File: src/amcw_pkg.sv
package amcw_pkg;

  // Input item kinds
  localparam logic OP_COMMAND = 1'b0;
  localparam logic OP_TICK    = 1'b1;

  // Configuration register indexes
  localparam int CFG_IDX_W  = 3;
  localparam int CFG_DATA_W = 16;
  localparam logic [CFG_IDX_W-1:0] CFG_BASE_DUTY   = 3'd0;
  localparam logic [CFG_IDX_W-1:0] CFG_YAW_MAX     = 3'd1;
  localparam logic [CFG_IDX_W-1:0] CFG_DUTY_CAP    = 3'd2;
  localparam logic [CFG_IDX_W-1:0] CFG_CMD_TIMEOUT = 3'd3;
  localparam logic [CFG_IDX_W-1:0] CFG_RUN_LIMIT   = 3'd4;

  // Register reset values
  localparam logic [9:0]  BASE_DUTY_RST   = 10'd150;
  localparam logic [9:0]  YAW_MAX_RST     = 10'd100;
  localparam logic [9:0]  DUTY_CAP_RST    = 10'd300;
  localparam logic [15:0] CMD_TIMEOUT_RST = 16'd3000;
  localparam logic [15:0] RUN_LIMIT_RST   = 16'd15000;

  // Largest accepted command value (10.0 in Q4.4)
  localparam logic [7:0] VALUE_MAX = 8'd160;

  // Duty in thousandths to PWM code: floor(255 * d / 1000) by reciprocal
  localparam logic [18:0] RECIP_1000 = 19'd268436;
  localparam int          RECIP_SHIFT = 28;
  localparam logic signed [11:0] DUTY_FULL = 12'sd1000;

  // LED colours
  localparam logic [23:0] LED_STRONG_LEFT  = 24'hFF00FF;
  localparam logic [23:0] LED_SOFT_LEFT    = 24'h0000FF;
  localparam logic [23:0] LED_STRAIGHT     = 24'h00FF00;
  localparam logic [23:0] LED_SOFT_RIGHT   = 24'hFFFF00;
  localparam logic [23:0] LED_STRONG_RIGHT = 24'hFF0000;
  localparam logic [23:0] LED_CUTOFF       = 24'hFF6600;
  localparam logic [23:0] LED_STALE        = 24'h331100;
  localparam logic [23:0] LED_IDLE         = 24'h111111;

  typedef struct packed {
    logic       op;
    logic [7:0] command_value;
    logic       arm_request;
  } in_item_t;

  typedef struct packed {
    logic [7:0]  duty_front_left;
    logic [7:0]  duty_front_right;
    logic [7:0]  duty_rear_left;
    logic [7:0]  duty_rear_right;
    logic [23:0] led_color;
    logic        is_running;
    logic        is_cut_off;
  } out_item_t;

endpackage

File: src/armed_motor_command_watchdog.sv
// Armed motor command watchdog.
// Input channel (in_valid/in_ready/in_data) carries two kinds of item: a
// command (op = OP_COMMAND) with a Q4.4 value and an arm flag, and a
// one-millisecond tick (op = OP_TICK). Commands above 10.0 are dropped; a
// valid command is stored and restarts the freshness timer. Commands give
// no result. Every tick gives exactly one result item on out_valid/
// out_ready/out_data: four motor PWM codes, the LED colour, and the
// running and cut-off flags.
// An item is registered in the input stage on acceptance and evaluated
// from there by one pass of logic that writes the result register, so a
// tick's result is presented from that register once the tick leaves the
// stage. One item per cycle is taken sustained; only the result register
// limits this, and it holds a waiting result while the stage in front of
// it keeps a single item.
// When the receiver stalls, a tick waits in the input stage and in_ready
// falls; commands still drain past a full result register.
// Configuration writes on cfg_valid/cfg_index/cfg_data are always taken and
// are meant for an idle block. Reset restores the register defaults and
// clears the stored command, counters and run state.
module armed_motor_command_watchdog
  import amcw_pkg::*;
#(
  parameter int TIME_BITS = 16
) (
  input  logic                  clk,
  input  logic                  rst_n,
  input  logic                  in_valid,
  output logic                  in_ready,
  input  in_item_t              in_data,
  output logic                  out_valid,
  input  logic                  out_ready,
  output out_item_t             out_data,
  input  logic                  cfg_valid,
  output logic                  cfg_ready,
  input  logic [CFG_IDX_W-1:0]  cfg_index,
  input  logic [CFG_DATA_W-1:0] cfg_data
);

  localparam int CNT_W = TIME_BITS + 1;

  // Configuration registers
  logic [9:0]           base_duty_r;
  logic [9:0]           yaw_max_r;
  logic [9:0]           duty_cap_r;
  logic [TIME_BITS-1:0] cmd_timeout_r;
  logic [TIME_BITS-1:0] run_limit_r;

  // Supervisor state
  logic [7:0]       stored_value_r, stored_value_nxt;
  logic             armed_r, armed_nxt;
  logic [CNT_W-1:0] since_cmd_r, since_cmd_nxt;
  logic [CNT_W-1:0] run_elapsed_r, run_elapsed_nxt;
  logic             running_r, running_nxt;

  // Input stage and result register
  logic      stg_valid_r, stg_valid_nxt;
  in_item_t  stg_item_r;
  logic      out_valid_r, out_valid_nxt;
  out_item_t out_data_r, out_data_nxt;

  logic stg_is_tick;
  logic stg_go;
  logic in_fire;

  // Evaluation signals
  logic                    fresh;
  logic [CNT_W-1:0]        elapsed_eff;
  logic                    cut;
  logic signed [11:0]      yaw;
  logic signed [11:0]      base_s;
  logic [23:0]             bucket_led;
  logic [7:0]              code_left;
  logic [7:0]              code_right;

  function automatic logic [7:0] duty_code(input logic signed [11:0] milli,
                                           input logic [9:0] cap);
    logic signed [11:0] m;
    logic [9:0]         c;
    logic [17:0]        p;
    logic [36:0]        q;
    m = milli;
    if (m > $signed({2'b00, cap})) begin
      m = $signed({2'b00, cap});
    end
    if (m < 12'sd0) begin
      m = 12'sd0;
    end
    if (m > DUTY_FULL) begin
      m = DUTY_FULL;
    end
    c = m[9:0];
    p = ({8'b0, c} << 8) - {8'b0, c};
    q = {19'b0, p} * {18'b0, RECIP_1000};
    return q[RECIP_SHIFT+7:RECIP_SHIFT];
  endfunction

  // Handshake: a tick needs room in the result register, a command does not
  assign stg_is_tick = (stg_item_r.op == OP_TICK);
  assign stg_go      = stg_valid_r && (!stg_is_tick || !out_valid_r || out_ready);
  assign in_ready    = !stg_valid_r || stg_go;
  assign in_fire     = in_valid && in_ready;
  assign cfg_ready   = 1'b1;
  assign out_valid   = out_valid_r;
  assign out_data    = out_data_r;

  // Stage and result valid bits
  always_comb begin
    stg_valid_nxt = stg_valid_r;
    if (in_fire) begin
      stg_valid_nxt = 1'b1;
    end else if (stg_go) begin
      stg_valid_nxt = 1'b0;
    end
    out_valid_nxt = out_valid_r;
    if (stg_go && stg_is_tick) begin
      out_valid_nxt = 1'b1;
    end else if (out_ready) begin
      out_valid_nxt = 1'b0;
    end
  end

  // Freshness, run start and cut-off
  assign fresh       = armed_r && (since_cmd_r < {1'b0, cmd_timeout_r});
  assign elapsed_eff = (fresh && !running_r) ? '0 : run_elapsed_r;
  assign cut         = fresh && (elapsed_eff > {1'b0, run_limit_r});

  // Pick the yaw bucket from the stored value
  assign base_s = $signed({2'b00, base_duty_r});
  always_comb begin
    case (stored_value_r) inside
      [8'd0:8'd15]: begin
        yaw        = -$signed({2'b00, yaw_max_r});
        bucket_led = LED_STRONG_LEFT;
      end
      [8'd16:8'd31]: begin
        yaw        = -$signed({3'b000, yaw_max_r[9:1]});
        bucket_led = LED_SOFT_LEFT;
      end
      [8'd32:8'd47]: begin
        yaw        = 12'sd0;
        bucket_led = LED_STRAIGHT;
      end
      [8'd48:8'd63]: begin
        yaw        = $signed({3'b000, yaw_max_r[9:1]});
        bucket_led = LED_SOFT_RIGHT;
      end
      default: begin
        yaw        = $signed({2'b00, yaw_max_r});
        bucket_led = LED_STRONG_RIGHT;
      end
    endcase
  end

  assign code_left  = duty_code(base_s + yaw, duty_cap_r);
  assign code_right = duty_code(base_s - yaw, duty_cap_r);

  // Build the result item
  always_comb begin
    out_data_nxt            = '0;
    out_data_nxt.is_running = fresh;
    out_data_nxt.is_cut_off = cut;
    if (!fresh) begin
      out_data_nxt.led_color = armed_r ? LED_STALE : LED_IDLE;
    end else if (cut) begin
      out_data_nxt.led_color = LED_CUTOFF;
    end else begin
      out_data_nxt.led_color        = bucket_led;
      out_data_nxt.duty_front_left  = code_left;
      out_data_nxt.duty_rear_left   = code_left;
      out_data_nxt.duty_front_right = code_right;
      out_data_nxt.duty_rear_right  = code_right;
    end
  end

  // Advance the state for the item leaving the stage
  always_comb begin
    stored_value_nxt = stored_value_r;
    armed_nxt        = armed_r;
    since_cmd_nxt    = since_cmd_r;
    run_elapsed_nxt  = run_elapsed_r;
    running_nxt      = running_r;
    if (stg_go) begin
      if (stg_is_tick) begin
        running_nxt     = fresh;
        since_cmd_nxt   = (&since_cmd_r) ? since_cmd_r : since_cmd_r + 1'b1;
        run_elapsed_nxt = (&elapsed_eff) ? elapsed_eff : elapsed_eff + 1'b1;
      end else if (stg_item_r.command_value <= VALUE_MAX) begin
        stored_value_nxt = stg_item_r.command_value;
        armed_nxt        = stg_item_r.arm_request;
        since_cmd_nxt    = '0;
      end
    end
  end

  // Control and state registers
  always_ff @(posedge clk) begin
    if (!rst_n) begin
      stg_valid_r    <= 1'b0;
      out_valid_r    <= 1'b0;
      stored_value_r <= '0;
      armed_r        <= 1'b0;
      since_cmd_r    <= '0;
      run_elapsed_r  <= '0;
      running_r      <= 1'b0;
    end else begin
      stg_valid_r    <= stg_valid_nxt;
      out_valid_r    <= out_valid_nxt;
      stored_value_r <= stored_value_nxt;
      armed_r        <= armed_nxt;
      since_cmd_r    <= since_cmd_nxt;
      run_elapsed_r  <= run_elapsed_nxt;
      running_r      <= running_nxt;
    end
  end

  // Payload registers
  always_ff @(posedge clk) begin
    if (in_fire) begin
      stg_item_r <= in_data;
    end
    if (stg_go && stg_is_tick) begin
      out_data_r <= out_data_nxt;
    end
  end

  // Configuration registers
  always_ff @(posedge clk) begin
    if (!rst_n) begin
      base_duty_r   <= BASE_DUTY_RST;
      yaw_max_r     <= YAW_MAX_RST;
      duty_cap_r    <= DUTY_CAP_RST;
      cmd_timeout_r <= TIME_BITS'(CMD_TIMEOUT_RST);
      run_limit_r   <= TIME_BITS'(RUN_LIMIT_RST);
    end else if (cfg_valid && cfg_ready) begin
      case (cfg_index)
        CFG_BASE_DUTY:   base_duty_r   <= cfg_data[9:0];
        CFG_YAW_MAX:     yaw_max_r     <= cfg_data[9:0];
        CFG_DUTY_CAP:    duty_cap_r    <= cfg_data[9:0];
        CFG_CMD_TIMEOUT: cmd_timeout_r <= TIME_BITS'(cfg_data);
        CFG_RUN_LIMIT:   run_limit_r   <= TIME_BITS'(cfg_data);
        default: ;
      endcase
    end
  end

  // A cut-off result always belongs to an active run
  a_cut_running: assert property (@(posedge clk) disable iff (!rst_n)
    out_valid_r && out_data_r.is_cut_off |-> out_data_r.is_running)
    else $error("cut-off result without an active run");

  // Motors are held at zero unless running and not cut off
  a_duty_off: assert property (@(posedge clk) disable iff (!rst_n)
    out_valid_r && (!out_data_r.is_running || out_data_r.is_cut_off) |->
      (out_data_r.duty_front_left == 8'd0) && (out_data_r.duty_front_right == 8'd0) &&
      (out_data_r.duty_rear_left == 8'd0) && (out_data_r.duty_rear_right == 8'd0))
    else $error("nonzero duty while motors are stopped");

  // Every tick leaving the stage fills the result register
  a_tick_result: assert property (@(posedge clk) disable iff (!rst_n)
    stg_go && stg_is_tick |=> out_valid_r)
    else $error("tick evaluated without a result");

  // An empty stage always takes a new item
  a_stage_ready: assert property (@(posedge clk) disable iff (!rst_n)
    !stg_valid_r |-> in_ready)
    else $error("empty input stage refuses an item");

  // A command clears the freshness timer when its value is in range
  a_cmd_clear: assert property (@(posedge clk) disable iff (!rst_n)
    stg_go && !stg_is_tick && (stg_item_r.command_value <= VALUE_MAX) |=>
      since_cmd_r == '0)
    else $error("valid command did not restart the timer");

endmodule
File: config.mk
export PLATFORM = sky130hd
export DESIGN_NAME = armed_motor_command_watchdog
export DESIGN_NICKNAME = d
export VERILOG_FILES = /design/src/amcw_pkg.sv /design/src/armed_motor_command_watchdog.sv
export SDC_FILE = /design/constraint.sdc
export NUM_CORES = 1
export LEC_CHECK = 0
export ABC_CLOCK_PERIOD_IN_PS = 35200
export BUFFER_PORTS_ARGS = -buffer_cell sky130_fd_sc_hd__clkbuf_2
export CORE_MARGIN = 4
export CORE_UTILIZATION = 40
export CTS_BUF_LIST = sky130_fd_sc_hd__clkbuf_16
export DETAILED_ROUTE_END_ITERATION = 10
export PLACE_DENSITY_LB_ADDON = 0.1
export SKIP_CTS_REPAIR_TIMING = 1
export SLEW_MARGIN = 20
export SYNTH_ARGS = -nofsm -noshare
export SYNTH_HDL_FRONTEND = slang
export SYNTH_SLANG_ARGS = --single-unit
File: constraint.sdc
create_clock -name clk -period 35.2 [get_ports clk]
set_clock_uncertainty 0.05 [all_clocks]
set_input_delay 1.76 -clock clk [delete_from_list [all_inputs] [get_ports clk]]
set_output_delay 1.76 -clock clk [all_outputs]
set_load 0.03 [all_outputs]
After elaboration in Yosys (flattened, before gate mapping)
Cells that the tools add are included.
{"block": "word_totals", "register_bits": 160, "inputBits": 34, "output_inout_bits": 61, "word_cells": 112}
{"block": "op_classes", "n_addsub": 8, "n_mul": 2, "order_cmp": 17, "n_eq_ne": 5, "n_mux": 26, "bitwise_logic": 2, "n_reduce_logical": 32}
{"cell": "$mux 24", "n": 5}
{"cell": "$mux 17", "n": 5}
{"cell": "$mux 12", "n": 7}
{"cell": "$mul 18x17->34 const B", "n": 2}
{"cell": "$sub 18x10->18", "n": 2}
{"cell": "$add 17x1->17 const B", "n": 2}
{"cell": "$reduce_and 17->1", "n": 2}
{"cell": "$mux 10", "n": 3}
{"cell": "$gt 12x11->1", "n": 2}
{"cell": "$gt 12x11->1 const B", "n": 2}
{"cell": "$lt 12x1->1 const B", "n": 2}
{"cell": "$mux 22", "n": 1}
{"cell": "$gt 17x16->1", "n": 1}
{"cell": "$lt 17x16->1", "n": 1}
{"cell": "$ge 8x6->1 const B", "n": 2}
{"cell": "$le 8x6->1 const B", "n": 2}
{"cell": "$mux 16", "n": 1}
{"cell": "$add 11x12->12", "n": 1}
{"cell": "$neg 10->12", "n": 1}
{"cell": "$neg 9->12", "n": 1}
{"cell": "$reduce_and 2->1", "n": 6}
{"cell": "$sub 11x12->12", "n": 1}
{"cell": "$logic_and 1x1->1", "n": 10}
{"cell": "$ge 8x1->1 const B", "n": 1}
{"cell": "other kinds (16)", "n": 29}

Longest topological paths before layout
{"block": "logic_depth", "ltp_word": 15, "mapped_depth": 56, "depth_no_buf": 53}

Worst setup path before layout
No wires, ideal clock.
{"block": "synth_path", "kind": "register to register", "from": "register yaw_max_r[2]", "to": "register out_data_r (netlist bit out_data[33]) (data pin)", "setup_ps": 256, "arrival_ps": 11093, "required_time_ps": 34894, "slack_ps": 23801, "stages_incl_launch_ff": 55, "path_buffers": 2, "period_less_slack_ps": 11399, "path_cell_list": "dfxtp_1 > inv_1 > ha_1 > nor4b_4 > nand2_1 > a31oi_1 > o21ai_0 > a221oi_1 > inv_1 > ha_1 > or3_1 > nor2_1 > nand2_1 > a21boi_0 > a21oi_1 > xnor2_1 > ha_1 > nand4_1 > [19 not listed] > fa_1 > inv_1 > fa_1 > inv_1 > fa_1 > inv_1 > ha_1 > nand3_1 > nor2_1 > and3_1 > and2_1 > nand3_1 > or2_2 > a211o_1 > and4b_1 > o31ai_2 > a211oi_1 > a31o_2"}
{"block": "synth_between", "elab_chain_len": 13, "elab_cells_between_ends": 15, "classes_between": "add/sub: 4; mul: 1; order compare: 3; mux: 7"}
{"item": "start: declaration", "line": "armed_motor_command_watchdog.sv:43", "rtl": "logic [9:0] yaw_max_r;"}
{"item": "start signal: assignment", "line": "armed_motor_command_watchdog.sv:237", "rtl": "CFG_YAW_MAX: yaw_max_r <= cfg_data[9:0];"}
{"item": "parallel branches: the longest is 3 deep, another holds $neg 9->12"}
{"item": "$mux 12 (*)", "line": "armed_motor_command_watchdog.sv:130", "rtl": "case (stored_value_r) inside"}
{"item": "$sub 11x12->12 (*)", "line": "armed_motor_command_watchdog.sv:155", "rtl": "assign code_right = duty_code(base_s - yaw, duty_cap_r);"}
{"item": "$gt 12x11->1", "line": "armed_motor_command_watchdog.sv:82", "rtl": "if (m > $signed({2'b00, cap})) begin"}
{"item": "$mux 12 (*)", "line": "armed_motor_command_watchdog.sv:82"}
{"item": "$lt 12x1->1", "line": "armed_motor_command_watchdog.sv:85", "rtl": "if (m < 12'sd0) begin"}
{"item": "$mux 12 (*)", "line": "armed_motor_command_watchdog.sv:85"}
{"item": "$gt 12x11->1", "line": "armed_motor_command_watchdog.sv:88", "rtl": "if (m > DUTY_FULL) begin"}
{"item": "$mux 10 (*)", "line": "armed_motor_command_watchdog.sv:88"}
{"item": "$sub 18x10->18 (*)", "line": "armed_motor_command_watchdog.sv:92", "rtl": "p = ({8'b0, c} << 8) - {8'b0, c};"}
{"item": "$mul 18x17->34 (*)", "line": "armed_motor_command_watchdog.sv:93", "rtl": "q = {19'b0, p} * {18'b0, RECIP_1000};"}
{"item": "end signal: assignment", "line": "armed_motor_command_watchdog.sv:222", "rtl": "out_data_r <= out_data_nxt;"}
{"item": "end: declaration", "line": "armed_motor_command_watchdog.sv:59", "rtl": "out_item_t out_data_r, out_data_nxt;"}
Every way passes the cells marked *.
A chain may end at the register's enable or synchronous reset.

Worst setup path in the final report
{"block": "layout_path", "from": "register stored_value_r[4]", "to": "register out_data_r (netlist bit out_data[33]) (data pin)"}
{"block": "layout_between", "elab_chain_len": 15, "elab_cells_between_ends": 25, "classes_between": "add/sub: 2; mul: 1; order compare: 11; mux: 7; reduce/logical: 4"}
{"item": "start: declaration", "line": "armed_motor_command_watchdog.sv:49", "rtl": "logic [7:0] stored_value_r, stored_value_nxt;"}
{"item": "start signal: assignment", "line": "armed_motor_command_watchdog.sv:208", "rtl": "stored_value_r <= stored_value_nxt;"}
{"item": "$ge 8x6->1 (no line) or $le 8x6->1 (tied branches)"}
{"item": "$logic_and 1x1->1 (no line)"}
{"item": "$mux 10", "line": "armed_motor_command_watchdog.sv:130"}
{"item": "$mux 12 (2 in a row)", "line": "armed_motor_command_watchdog.sv:130"}
{"item": "$mux 12 (*)", "line": "armed_motor_command_watchdog.sv:130"}
{"item": "$sub 11x12->12 (*)", "line": "armed_motor_command_watchdog.sv:155"}
{"item": "$gt 12x11->1", "line": "armed_motor_command_watchdog.sv:82"}
{"item": "$mux 12 (*)", "line": "armed_motor_command_watchdog.sv:82"}
{"item": "$lt 12x1->1", "line": "armed_motor_command_watchdog.sv:85"}
{"item": "$mux 12 (*)", "line": "armed_motor_command_watchdog.sv:85"}
{"item": "$gt 12x11->1", "line": "armed_motor_command_watchdog.sv:88"}
{"item": "$mux 10 (*)", "line": "armed_motor_command_watchdog.sv:88"}
{"item": "$sub 18x10->18 (*)", "line": "armed_motor_command_watchdog.sv:92"}
{"item": "$mul 18x17->34 (*)", "line": "armed_motor_command_watchdog.sv:93"}
Every way passes the cells marked *; elsewhere a longest branch is shown, timed or not.

==> impl_metrics.ini <==
[status]
status = completed

[worst_setup_path]
reg2reg_to = out_data[33]
cp.arrival_ns = 13.22
required_ns = 35.35
critPathKind = flip-flop to flip-flop
cp-start-kind = flip-flop
critPathMaxFanout = 24
reg2reg_from = stored_value_r[4]
cp_slowest_cell = a211oi_1
cp_slowest_stage_delay_ns = 0.80
crit_path_end_kind = flip-flop
regToRegSetupSlack_ns = 22.13
crit_top_cell = ha_1
r2r_cells = 47

[route]
final_antenna_net_count = 0
viasPerCell = 5.27
drc_errors = 0
via_count = 14700
drtIter0Drc = 712
first_pass_iters = 7
avgRoutedWirePerCell_um = 17.2
routed_wirelength_um = 48100

[cells_and_area]
final_util_pct = 43.8
syn2layout_area_growth_pct = 8.08
nets = 2667
drive_above_1_share_pct = 8.86
diodes = 0

[timing]
setup_viol = 0
worst_pin_slew_ns = 1.01
relSlewSlack_pct = 32.6
final-hold-violation-count = 0
rsz0062_at_grt = false
fmax_mhz = 76.5
fin_setup_tns_ns = 0
slew_viol_final = 0
finalCritPeriodShare_pct = 37.1
fin_crit_ns = 13.07

[worst_hold_path]
worstHoldStart = run_limit_r[8]
whs_path_depth = 2
holdPathEnd = run_limit_r[8]
hp-class = flip-flop to flip-flop

[synth]
synth-async-reset-ratio_pct = 0
synthFlopType = dfxtp_1
yosys.area.top_type = ha_1
synth_area_leaders = ha_1, dfxtp_1, fa_1
postSynthCellCount = 2147
netlist.area_leader.share_pct = 24.4
synth_nets = 2626
synth_cell_types = 90
seq_area_frac_synth_pct = 17.6
syn_area_sq_um = 18000
syn_area_per_cell_sq_um = 8.39
ys_warn_count = 0
synth_seq_cells = 140
synth_edf_count = 36

[cts]
htree_levels = 4
clk_latency_ns = 0.45
clock-sinks = 140
clk_pin_slew_ns = 0.08
cts_root_buffer = clkbuf_16
cts_tree = built
cts_inserted_buffers = 17
cts_buffer_depth = 2

[die]
dieArea_sq_um = 48500
initial_utilization_pct = 40.6
core_area_sq_um = 44400
die_w_um = 220
core.rowCount = 77
io_pins = 95
fp.dieH_um = 220

[run]
maxCapViolCount = 0

[global_routing]
grt_first_pass_wirelength_um = 77400
grt_pass1_vias = 14500
antenna_found_initial = 1
grt_max_degree = 62
grt_use_total_pct = 20.0
overflow = 0

[placement]
dpl.hpwl_um = 39500
portBuffers = 93
gp_congestion = 0.948
-- critical path, delay by kind of cell (launching register included) --
kind	cells	cell delay [ns]
and+or+nand+nor	21	4.21
adders and majority gates	10	3.72
AOI/OAI and AO/OA	12	3.25
xor gates and xnor gates	1	0.70
DFF	1	0.57
buffers and inverters	3	0.32
-- cells in the final DEF (no fill, tap or decap), types with 19 or more instances in the layout --
cell type and n:
ha_1 351, xnor2_1 45, and3_1 24, nand3_1 35, nand2_1 214, nor3_1 28, a21o_1 46, fa_1 94
edfxtp_1 36, nor2_1 147, nor2b_1 32, inv_1 339, a21oi_1 122, clkbuf_2 93, o211ai_1 34, dfxtp_1 104
a211oi_1 21, o21ai_0 65, xor2_1 47, and2_1 21, clkbuf_16 19
-- final cells by class --
class                      count  area, sq um
fill                        4432        24900
multi-input combinational   1579        13100
sequential                   140         3160
inverter                     343         1290
tap                          592          741
timing repair buffer         107          571
clock buffer                  19          475
clock inverter                13          133
-- per-layer routing --
layer	vias up	GRT usage, %	wire [um]
met1	7016	27.0	22400
met2	301	34.7	23300
met4	0	4.19	805
li1	7351	-	-
met3	55	2.38	1700
met5	-	0	0
-- Yosys cell counts, types with 16 or more instances --
master / number
nand2_1: 214
a211oi_1: 22
edfxtp_1: 36
xor2_1: 47
fa_1: 94
clkbuf_1: 37
ha_1: 351
dfxtp_1: 104
and3_1: 24
o211ai_1: 34
a31oi_1: 16
nor2b_1: 32
nor3_1: 28
nand3_1: 35
xnor2_1: 45
buf_4: 36
and2_1: 21
a21o_1: 46
o21ai_0: 65
nand4_1: 18
o21a_1: 17
inv_1: 340
nand2b_1: 18
nor2_1: 147
a21oi_1: 122
-- kinds of logic after synthesis --
family / after synthesis / share of synthesized area, %
simple gates: 603 / 16.0
other cells: 1 / 0.0208
fa+ha+maj: 445 / 34.8
buf+inv: 428 / 9.79
xor+xnor: 100 / 5.19
mux: 17 / 0.993
compound gates: 413 / 15.6
flops: 140 / 17.6
-- flip-flops by register name (all words and copies together), names as in the netlist --
name and flops:
out_data 26, run_elapsed_r 17, since_cmd_r 17, cmd_timeout_r 16, run_limit_r 16, base_duty_r 10, duty_cap_r 10, yaw_max_r 10
stg_item_r 9, stored_value_r 4, armed_r 1, out_valid 1, running_r 1, stg_is_tick 1, stg_valid_r 1
-- worst max path at each step --
stage,to,cells after the start,from,slack [ns]
after floorplan,out_data[33],54,yaw_max_r[2],23.80
after global placement,out_data[33],46,stored_value_r[4],22.45
after detailed placement,out_data[33],47,stored_value_r[4],22.37
after CTS,out_data[33],47,stored_value_r[4],22.32
after global routing,out_data[41],42,stored_value_r[4],21.24
final,out_data[33],47,stored_value_r[4],22.13
-- stage by stage --
| step | hold slack [ns] | instance area, sq um | worst slack (ns) | std cells |
|---|---|---|---|---|
| after CTS | 0.409 | 19500 | 22.32 | 2793 |
| after global placement | 0.396 | 18900 | 22.45 | 2761 |
| after floorplan | 0.386 | 18000 | 23.80 | 2147 |
| after detailed placement | 0.400 | 18900 | 22.37 | 2761 |
| after global routing | 0.421 | 19500 | 21.24 | 2793 |
| final | 0.407 | 19500 | 22.13 | 2793 |
Power is not shown: default switching activity piles up to over one toggle a cycle in this logic, so the estimate is an artifact.
